==> config.mk <==
export PLATFORM = sky130hd
export DESIGN_NAME = html_entity_escaper
export DESIGN_NICKNAME = d
export VERILOG_FILES = /design/src/rtl/esc_pkg.sv /design/src/rtl/esc_front.sv /design/src/rtl/esc_queue.sv /design/src/rtl/esc_back.sv /design/src/rtl/html_entity_escaper.sv
export SDC_FILE = /design/constraint.sdc
export NUM_CORES = 1
export LEC_CHECK = 0
export ABC_AREA = 1
export BUFFER_PORTS_ARGS = -buffer_cell sky130_fd_sc_hd__buf_2
export CAP_MARGIN = 20
export CORE_UTILIZATION = 50
export CTS_CLUSTER_SIZE = 28
export DETAILED_ROUTE_END_ITERATION = 6
export GPL_ROUTABILITY_DRIVEN = 0
export GPL_TIMING_DRIVEN = 0
export HOLD_SLACK_MARGIN = 0.03
export PLACE_DENSITY = 0.68
export SLEW_MARGIN = 10
export SYNTH_ARGS = -nofsm -noshare
export SYNTH_HDL_FRONTEND = slang
export SYNTH_SLANG_ARGS = --single-unit
==> constraint.sdc <==
create_clock -name clk -period 3.3 [get_ports clk]
set_input_delay 0.33 -clock clk [delete_from_list [all_inputs] [get_ports clk]]
set_output_delay 0.33 -clock clk [all_outputs]
set_load 0.01 [all_outputs]
==> src/rtl/esc_pkg.sv <==
// esc_pkg: shared types, character codes and entity tables for the HTML escaper.
// No dependencies; imported by every module of the escaper.
`timescale 1ns / 1ps

package esc_pkg;

    localparam int ESC_QUEUE_DEPTH = 4;
    localparam int IDX_W           = 3;

    localparam logic [7:0] CHAR_NUL  = 8'h00;
    localparam logic [7:0] CHAR_LF   = 8'h0A;
    localparam logic [7:0] CHAR_CR   = 8'h0D;
    localparam logic [7:0] CHAR_QUOT = 8'h22;
    localparam logic [7:0] CHAR_AMP  = 8'h26;
    localparam logic [7:0] CHAR_APOS = 8'h27;
    localparam logic [7:0] CHAR_LT   = 8'h3C;
    localparam logic [7:0] CHAR_GT   = 8'h3E;

    typedef enum logic [2:0] {
        KIND_PASS,
        KIND_AMP,
        KIND_LT,
        KIND_GT,
        KIND_QUOT,
        KIND_APOS,
        KIND_BRK
    } kind_t;

    typedef struct packed {
        kind_t       kind;
        logic [7:0]  ch;
    } desc_t;

    function automatic logic [IDX_W-1:0] kind_len(input kind_t kind);
        logic [IDX_W-1:0] len;
        case (kind)
            KIND_PASS: len = IDX_W'(1);
            KIND_AMP:  len = IDX_W'(5);
            KIND_LT:   len = IDX_W'(4);
            KIND_GT:   len = IDX_W'(4);
            KIND_QUOT: len = IDX_W'(6);
            KIND_APOS: len = IDX_W'(5);
            KIND_BRK:  len = IDX_W'(5);
            default:   len = IDX_W'(1);
        endcase
        return len;
    endfunction

    function automatic logic [7:0] kind_byte(input kind_t kind, input logic [IDX_W-1:0] idx,
                                             input logic [7:0] ch);
        logic [7:0] b;
        b = CHAR_AMP;
        case (kind)
            KIND_PASS: b = ch;
            KIND_AMP:
            begin
                case (idx)
                    3'd0:    b = "&";
                    3'd1:    b = "a";
                    3'd2:    b = "m";
                    3'd3:    b = "p";
                    default: b = ";";
                endcase
            end
            KIND_LT:
            begin
                case (idx)
                    3'd0:    b = "&";
                    3'd1:    b = "l";
                    3'd2:    b = "t";
                    default: b = ";";
                endcase
            end
            KIND_GT:
            begin
                case (idx)
                    3'd0:    b = "&";
                    3'd1:    b = "g";
                    3'd2:    b = "t";
                    default: b = ";";
                endcase
            end
            KIND_QUOT:
            begin
                case (idx)
                    3'd0:    b = "&";
                    3'd1:    b = "q";
                    3'd2:    b = "u";
                    3'd3:    b = "o";
                    3'd4:    b = "t";
                    default: b = ";";
                endcase
            end
            KIND_APOS:
            begin
                case (idx)
                    3'd0:    b = "&";
                    3'd1:    b = "#";
                    3'd2:    b = "3";
                    3'd3:    b = "9";
                    default: b = ";";
                endcase
            end
            KIND_BRK:
            begin
                case (idx)
                    3'd0:    b = "<";
                    3'd1:    b = "b";
                    3'd2:    b = "r";
                    3'd3:    b = ">";
                    default: b = CHAR_LF;
                endcase
            end
            default: b = ch;
        endcase
        return b;
    endfunction

endpackage

==> src/rtl/esc_front.sv <==
// esc_front: accepts input bytes, classifies them into descriptors, tracks CR state.
// Depends on esc_pkg; feeds esc_queue.
`timescale 1ns / 1ps

module esc_front (
    input  logic          clk,
    input  logic          rst_n,
    input  logic [7:0]    char_byte,
    input  logic          end_of_string,
    input  logic          push,
    output logic          full,
    input  logic          multiline,
    input  logic          q_full,
    output logic          q_push,
    output esc_pkg::desc_t q_desc
);
    import esc_pkg::*;

    logic  after_cr_reg;
    logic  after_cr_next;
    logic  accept;
    logic  emit;
    logic  next_cr;
    kind_t kind;

    assign full   = q_full;
    assign accept = push && !q_full;

    always_comb
    begin
        emit    = 1'b1;
        next_cr = 1'b0;
        kind    = KIND_PASS;
        if (char_byte == CHAR_NUL) begin
            emit = 1'b0;
        end else if (multiline && (char_byte == CHAR_CR || char_byte == CHAR_LF)) begin
            if (char_byte == CHAR_LF && after_cr_reg) begin
                emit = 1'b0;
            end else begin
                kind    = KIND_BRK;
                next_cr = (char_byte == CHAR_CR);
            end
        end else begin
            case (char_byte)
                CHAR_AMP:  kind = KIND_AMP;
                CHAR_LT:   kind = KIND_LT;
                CHAR_GT:   kind = KIND_GT;
                CHAR_QUOT: kind = KIND_QUOT;
                CHAR_APOS: kind = KIND_APOS;
                default:   kind = KIND_PASS;
            endcase
        end
        after_cr_next = after_cr_reg;
        if (accept) begin
            after_cr_next = end_of_string ? 1'b0 : next_cr;
        end
    end

    assign q_push      = accept && emit;
    assign q_desc.kind = kind;
    assign q_desc.ch   = char_byte;

    always_ff @(posedge clk or negedge rst_n)
    begin
        if (!rst_n) begin
            after_cr_reg <= 1'b0;
        end else begin
            after_cr_reg <= after_cr_next;
        end
    end

endmodule

==> src/rtl/esc_queue.sv <==
// esc_queue: small register queue of descriptors between front and back.
// Depends on esc_pkg for the descriptor type.
`timescale 1ns / 1ps

module esc_queue #(
    parameter int DEPTH = esc_pkg::ESC_QUEUE_DEPTH
) (
    input  logic           clk,
    input  logic           rst_n,
    input  logic           wr_en,
    input  esc_pkg::desc_t wr_data,
    output logic           full,
    input  logic           rd_en,
    output esc_pkg::desc_t rd_data,
    output logic           empty
);
    import esc_pkg::*;

    localparam int PTR_W = (DEPTH > 1) ? $clog2(DEPTH) : 1;
    localparam int CNT_W = $clog2(DEPTH + 1);

    desc_t            mem_reg [DEPTH];
    logic [PTR_W-1:0] wr_ptr_reg, wr_ptr_next;
    logic [PTR_W-1:0] rd_ptr_reg, rd_ptr_next;
    logic [CNT_W-1:0] count_reg, count_next;

    assign full    = (count_reg == CNT_W'(DEPTH));
    assign empty   = (count_reg == '0);
    assign rd_data = mem_reg[rd_ptr_reg];

    always_comb
    begin
        wr_ptr_next = wr_ptr_reg;
        rd_ptr_next = rd_ptr_reg;
        count_next  = count_reg;
        if (wr_en) begin
            wr_ptr_next = (wr_ptr_reg == PTR_W'(DEPTH - 1)) ? '0 : wr_ptr_reg + 1'b1;
        end
        if (rd_en) begin
            rd_ptr_next = (rd_ptr_reg == PTR_W'(DEPTH - 1)) ? '0 : rd_ptr_reg + 1'b1;
        end
        if (wr_en && !rd_en) begin
            count_next = count_reg + 1'b1;
        end else if (rd_en && !wr_en) begin
            count_next = count_reg - 1'b1;
        end
    end

    always_ff @(posedge clk)
    begin
        if (wr_en) begin
            mem_reg[wr_ptr_reg] <= wr_data;
        end
    end

    always_ff @(posedge clk or negedge rst_n)
    begin
        if (!rst_n) begin
            wr_ptr_reg <= '0;
            rd_ptr_reg <= '0;
            count_reg  <= '0;
        end else begin
            wr_ptr_reg <= wr_ptr_next;
            rd_ptr_reg <= rd_ptr_next;
            count_reg  <= count_next;
        end
    end

endmodule

==> src/rtl/esc_back.sv <==
// esc_back: expands queued descriptors into output bytes, one per cycle while pop
// is high, into an output register. Depends on esc_pkg for the entity tables.
`timescale 1ns / 1ps

module esc_back (
    input  logic           clk,
    input  logic           rst_n,
    input  esc_pkg::desc_t q_head,
    input  logic           q_empty,
    output logic           q_pop,
    output logic [7:0]     out_byte,
    output logic           last_of_run,
    output logic           empty,
    input  logic           pop
);
    import esc_pkg::*;

    logic [IDX_W-1:0] idx_reg, idx_next;
    logic             valid_reg, valid_next;
    logic [7:0]       byte_reg, byte_next;
    logic             last_reg, last_next;
    logic             load;
    logic             is_last;

    assign load    = !q_empty && (!valid_reg || pop);
    assign is_last = (idx_reg == kind_len(q_head.kind) - 1'b1);
    assign q_pop   = load && is_last;

    always_comb
    begin
        idx_next   = idx_reg;
        valid_next = valid_reg;
        byte_next  = byte_reg;
        last_next  = last_reg;
        if (load) begin
            valid_next = 1'b1;
            byte_next  = kind_byte(q_head.kind, idx_reg, q_head.ch);
            last_next  = is_last;
            idx_next   = is_last ? '0 : idx_reg + 1'b1;
        end else if (pop) begin
            valid_next = 1'b0;
        end
    end

    always_ff @(posedge clk or negedge rst_n)
    begin
        if (!rst_n) begin
            idx_reg   <= '0;
            valid_reg <= 1'b0;
        end else begin
            idx_reg   <= idx_next;
            valid_reg <= valid_next;
        end
    end

    always_ff @(posedge clk)
    begin
        byte_reg <= byte_next;
        last_reg <= last_next;
    end

    assign out_byte    = byte_reg;
    assign last_of_run = last_reg;
    assign empty       = !valid_reg;

endmodule

==> src/rtl/html_entity_escaper.sv <==
// html_entity_escaper: top level of the streaming HTML entity escaper.
// Depends on esc_pkg, esc_front, esc_queue and esc_back.
//
// Usage:
//   Input queue side: drive char_byte and end_of_string with push high; the
//   transaction completes at a clock edge where full is low. Zero bytes and a
//   LF swallowed after a CR in multiline mode give no output bytes.
//   Output queue side: while empty is low, out_byte and last_of_run hold the
//   oldest output byte; pop high at a clock edge takes it. last_of_run marks
//   the final byte produced by one input transaction.
//   Configuration: cfg_we high at a clock edge loads cfg_wdata into the
//   multiline bit. Write only while the block is idle.
// Timing:
//   The first output byte passes the descriptor queue, then the output register.
//   The back end emits one byte per cycle while pop is high, and an input byte
//   expands to at most 6 output bytes (6 for a double quote); the output register sets that rate.
//   The front end takes one input per cycle while the descriptor queue
//   (QUEUE_DEPTH entries) has space.
// Reset: rst_n low empties the queue and output register, and clears the CR memory and mode.
// When pop is held low, the output register holds, the queue fills and full
// rises; no byte is lost.
`timescale 1ns / 1ps

module html_entity_escaper #(
    parameter int QUEUE_DEPTH = esc_pkg::ESC_QUEUE_DEPTH
) (
    input  logic       clk,
    input  logic       rst_n,
    input  logic [7:0] char_byte,
    input  logic       end_of_string,
    input  logic       push,
    output logic       full,
    output logic [7:0] out_byte,
    output logic       last_of_run,
    output logic       empty,
    input  logic       pop,
    input  logic       cfg_we,
    input  logic       cfg_wdata
);
    import esc_pkg::*;

    logic  multiline_reg, multiline_next;
    logic  q_push, q_full, q_pop, q_empty;
    desc_t q_desc, q_head;

    always_comb
    begin
        multiline_next = cfg_we ? cfg_wdata : multiline_reg;
    end

    always_ff @(posedge clk or negedge rst_n)
    begin
        if (!rst_n) begin
            multiline_reg <= 1'b0;
        end else begin
            multiline_reg <= multiline_next;
        end
    end

    esc_front u_front (
        .clk           (clk),
        .rst_n         (rst_n),
        .char_byte     (char_byte),
        .end_of_string (end_of_string),
        .push          (push),
        .full          (full),
        .multiline     (multiline_reg),
        .q_full        (q_full),
        .q_push        (q_push),
        .q_desc        (q_desc)
    );

    esc_queue #(
        .DEPTH (QUEUE_DEPTH)
    ) u_queue (
        .clk     (clk),
        .rst_n   (rst_n),
        .wr_en   (q_push),
        .wr_data (q_desc),
        .full    (q_full),
        .rd_en   (q_pop),
        .rd_data (q_head),
        .empty   (q_empty)
    );

    esc_back u_back (
        .clk         (clk),
        .rst_n       (rst_n),
        .q_head      (q_head),
        .q_empty     (q_empty),
        .q_pop       (q_pop),
        .out_byte    (out_byte),
        .last_of_run (last_of_run),
        .empty       (empty),
        .pop         (pop)
    );

    a_no_overflow: assert property (@(posedge clk) disable iff (!rst_n)
        q_push |-> !q_full)
        else $error("descriptor queue overflow");

    a_no_underflow: assert property (@(posedge clk) disable iff (!rst_n)
        q_pop |-> !q_empty)
        else $error("descriptor queue underflow");

    a_run_continues: assert property (@(posedge clk) disable iff (!rst_n)
        (!empty && pop && !last_of_run) |=> !empty)
        else $error("output run broken before its last byte");

endmodule
## Yosys cells after proc, flatten, opt, wreduce, memory -nomap -nowiden

Memory sizes are Yosys's and may differ from the RTL's.
Cells that the tools add are included.

- Flip-flop bits (word level): 22
- Latch bits: 0
- Memory bits (writable): 44
- Memory bits (read-only): 0
- Input port bits: 15
- Output and inout bits: 11
- Logic and storage cells: 87
- Memories kept: 1

- Add/subtract/negate cells: 6
- Multiply operators: 0
- Div/mod/pow operators: 0
- $lt $le $gt $ge: 0
- Equal/unequal tests: 21
- Shift operators: 0
- Multiplexer cells: 28
- Bitwise operators: 0
- Reduce and logical (&&, ||, !) cells: 22

Memory list:

| memory | depth | bits a word | read ports | clocked after memory_dff | wr ports | RTL line | RTL |
|---|---|---|---|---|---|---|---|
| u_queue.mem_reg | 4 | 11 | 1 | 0 | 1 | esc_queue.sv:22 | `desc_t mem_reg [DEPTH];` |

Operators by type and width:

| cell | count |
|---|---|
| $pmux 7 s4 | 2 |
| $pmux 8 s6 | 1 |
| $pmux 7 s3 | 2 |
| $eq 8x6->1 const B | 5 |
| $pmux 7 s5 | 1 |
| $pmux 5 s4 | 1 |
| $mux 3 | 6 |
| $eq 8x4->1 const B | 2 |
| $eq 3x3->1 const B | 5 |
| $pmux 3 s5 | 1 |
| $eq 3x2->1 const B | 4 |
| $mux 1 | 11 |
| $pmux 3 s3 | 1 |
| $logic_and 1x1->1 | 8 |
| $logic_not 8->1 | 1 |
| $add 3x1->3 const B | 2 |
| $eq 3x1->1 const B | 2 |
| $logic_not 3->1 | 2 |
| $sub 3x1->3 const B | 2 |
| $logic_not 1->1 | 5 |
| $add 2x1->2 const B | 2 |
| $eq 2x2->1 const B | 2 |
| $mux 2 | 2 |
| $reduce_bool 2->1 | 2 |
| other kinds (4) | 5 |

## Depth between registers and ports, before layout

- Word-level depth: 10
- Gate-level depth with buffers: 16
- Gate-level depth less buffers: 16

## Cells and area by module

A second synthesis with hierarchy kept.

- Cells, all modules: 419
- Area total of the unflattened synthesis: 3663.5 um^2

By module, submodules not included:

| module | times used | cells each | area an instance (um^2) |
|---|---|---|---|
| esc_queue | 1 | 180 | 2180.8 |
| esc_back | 1 | 171 | 1086.0 |
| esc_front | 1 | 63 | 356.6 |
| html_entity_escaper | 1 | 5 | 40.0 |

## Worst setup path after synthesis

Ideal clock, no wire load.

- Kind: reg2reg
- From: register u_queue.count_reg[0]
- To: register u_queue.count_reg[2]
- Setup time: 131 ps
- Arrival time: 2293 ps
- Data required time: 3169 ps
- Setup slack: 876 ps
- Stages on the path, launching flop included: 11
- Path buffers: 0
- Period minus slack after synthesis: 2424 ps
- Cell sequence: dfrtp_1 or2_2 o22ai_1 inv_1 nand3_2 ha_1 inv_1 fa_1 a21oi_1 o21ai_0 xor2_1

- Cells in the longest elaborated chain, start to end: 7

RTL lines:

| element | RTL line | RTL |
|---|---|---|
| from (decl) | esc_queue.sv:25 | `logic [CNT_W-1:0] count_reg, count_next;` |
| from (signal assigned) | esc_queue.sv:65 | `count_reg <= count_next;` |
| $logic_not 3->1 * | esc_queue.sv:28 | `assign empty = (count_reg == '0);` |
| $logic_not 1->1 * | esc_back.sv:25 | `assign load = !q_empty && (!valid_reg \|\| pop);` |
| $logic_and 1x1->1 * | esc_back.sv:25 |  |
| via u_back.load | esc_back.sv:22 | `logic load;` |
| $logic_and 1x1->1 * | esc_back.sv:27 | `assign q_pop = load && is_last;` |
| $logic_not 1->1 | esc_queue.sv:42 | `if (wr_en && !rd_en) begin` |
| $logic_and 1x1->1 | esc_queue.sv:42 |  |
| $mux 3 or $reduce_bool 2->1 (tied branches) | n/a |  |

Mark *: on every way through the listed nets, which the timed path passes. The rest lies on a longest branch. The select of a mux whose other input is x is not followed.
A chain may end at the register's enable or synchronous reset.

## Worst setup path after layout

Ends and elaborated chain as after synthesis.

==> results.ini <==
[cts]
cts_tree = yes
h-tree-depth = 3
clkTransAtPathRegs_ns = 0.08
cts.sinks = 66
cts-root-buf = clkbuf_8
cts_made_buffers = 9
cts_buffer_depth = 2
cts_setup_buffers = 0
insertion_delay_ns = 0.35

[setup_path]
cp.arrival_ns = 3.06
path_max_fanout = 15
crit_start = u_queue.count_reg[0]
crit_top_cell = inv_1
critPathKind = reg -> reg
max_stage_delay_ns = 0.42
endpoint_kind = flip-flop
endpoint = u_queue.count_reg[2]
crit_cells = 10
critPathSlowestCell = dfrtp_1
worstPathCellList = or2_2, o22ai_1, inv_1, nand3_2, ha_1, inv_1, fa_1, a21oi_1, o21ai_0, xor2_1
cp-start-kind = flip-flop
crit_buf_inv = 2
worst-r2r-cell-count = 10
cp_top_family = compound AO/OA/AOI/OAI gates
r2r_slack_ns = 0.46
reg2reg_from = u_queue.count_reg[0]
rr_endpoint = u_queue.count_reg[2]
cp_data_required_time_ns = 3.53

[logic_synthesis]
yosysSeqAreaShare_pct = 52.7
synth_edf_count = 53
yosysUniqueCellTypes = 37
synthesis.area_sq_um = 3640
synthCells = 384
synth.avg_cell_area_sq_um = 9.47
synth_top_area_share_pct = 43.8
synth_seq_cells = 66
ys_top_cells_by_area = edfxtp_1, dfrtp_1, nand2_1
synth_top_area_cell = edfxtp_1
synth_fp_nets = 411
async_flop_share_pct = 19.7
ys.flop_type = edfxtp_1
synth_warnings = 0
synthTopCellsByCount = nand2_1, edfxtp_1, inv_1, nor2_1, o21ai_0
synthMostInstantiatedCell = nand2_1

[power_and_ir_drop]
p_seq_share_pct = 32.9
power.share.switching_pct = 45.2
p_sw_uw = 1800
internal_power_uw = 2180
powerDensity_nw_per_um2 = 978
power_frac_clock_pct = 15.2
peakVddDrop_mv = 0.374
p_leak_uw = 0.00180
pwr-share-comb_pct = 51.9

[floorplan]
ios = 26
die_width_um = 87.3
die_area_sq_um = 7620
start_util_pct = 52.6
die_h_um = 87.3
rows = 30
fp.coreArea_sq_um = 6910

[sta]
fin_crit_sh_pct = 86.0
finalHoldViolCount = 0
slew_headroom_pct = 29.4
setup-violations-final = 0
finalCriticalPeriod_ns = 2.84
tns_ns = 0
tightest_slew_ns = 1.06
skew_ns = 0.0120
report.final.slew_viol_count = 0
rsz0062_at_grt = false
fmax_mhz = 352

[finish]
area_growth_syn_to_layout_pct = 11.9
nets = 448
fin_util_pct = 58.9
nFillCells = 599
largest_register_ffs = 44
layout-drive-gt1-share_pct = 20.4
n_antenna_cell = 0
layout.cells.non_filler = 522

[placed_design]
io_buffer_count = 25
hpwl_mm = 5.15
place_inst = 505

[status]
outcome = finished clean

[detailed_routing]
drcViolationCount = 0
wire_per_inst_um = 13.8
vias_per_cell = 5.17
dr.pass1.iters = 5
postRouteAntennaNets = 0
drt_iter0_drc = 220
vias = 2699
wirelength_mm = 7.19

[global_routing]
grt_pass1_vias = 2523
grt_pass1_wl_mm = 12.0
grt_max_degree = 16
track_usage_pct = 21.6
antenna_found_initial = 0
overflow = 0

[hold_path]
hold_depth = 2
hold_path_class = in -> reg

[run]
max_cap_viol_count = 0

## cells in the final DEF (no fill, tap or decap), types with 6 or more instances in the layout
cell and count:
edfxtp_1 53, dfrtp_1 13, clkbuf_8 9, nand3_1 22
o21ai_0 30, inv_1 45, nor2_1 45, nand2_2 12
ha_1 11, buf_2 25, nand2_4 9, nand2_1 72
o22ai_1 6, a21oi_1 16
## what timing repair did
item | 4_1_cts | 5_1_grt
gates resized for setup | 0 | 0
hold buffers | 1 | 0
hold endpoints to repair | 13 | 0
## worst min-delay path by stage
| stage | from | to | slack (ns) |
|---|---|---|---|
| after floorplan | rst_n | multiline_reg | 0.03 |
| after global placement | rst_n | u_back.idx_reg[0] | 0.24 |
| after detailed placement | rst_n | u_back.idx_reg[1] | 0.24 |
| after CTS | pop | u_back.valid_reg | 0.16 |
| after global routing | pop | u_back.valid_reg | 0.17 |
| final | pop | u_back.valid_reg | 0.18 |
## power by group through the flow
stage | registers, uW | logic (uW) | clock network, uW
global route | 1340 | 2330 | 660
CTS | 1310 | 2070 | 624
detailed placement | 1330 | 2060 | 0
global placement | 1330 | 2030 | 0
floorplan | 1340 | 1530 | 0
finish | 1310 | 2070 | 604
## per-stage QoR
step	hold slack, ns	power, uW	instance area (sq um)	worst slack [ns]
floorplan	0.0344	2870	3640	0.876
CTS	0.155	4000	4070	0.450
detailed placement	0.243	3390	3880	0.464
global placement	0.238	3360	3880	0.575
global route	0.173	4330	4070	0.231
finish	0.177	3980	4070	0.462
## cells by family (layout without fill, tap and decap cells)
| family | Yosys count | count (layout) | synth area share, % |
|---|---|---|---|
| adder cells (fa/ha/maj) | 12 | 12 | 4.34 |
| AND/OR/NAND/NOR | 184 | 184 | 25.7 |
| AO/OA/AOI/OAI | 62 | 62 | 9.46 |
| flip-flops | 66 | 66 | 52.7 |
| multiplexers | 1 | 1 | 0.310 |
| buffers and inverters | 57 | 99 | 7.02 |
| XOR/XNOR | 2 | 2 | 0.482 |
## final cells by class
class	instances	area [sq um]	share of cell area, %
timing repair buffer	26	135	3.32
sequential	66	1920	47.1
clock inverter	7	53.8	1.32
tap	96	120	2.95
multi-input combinational	261	1460	36.0
clock buffer	9	124	3.04
inverter	50	188	4.61
buffer	7	67.6	1.66
## routing by layer
metal | part of all wire [%] | track usage (%)
met1 | 43 | 26.9
met2 | 49 | 36.0
met3 | 5.0 | 4.27
met4 | 2.1 | 10.3
met5 | 0 | 0
Note: power is estimated with default switching activity, not from simulation.
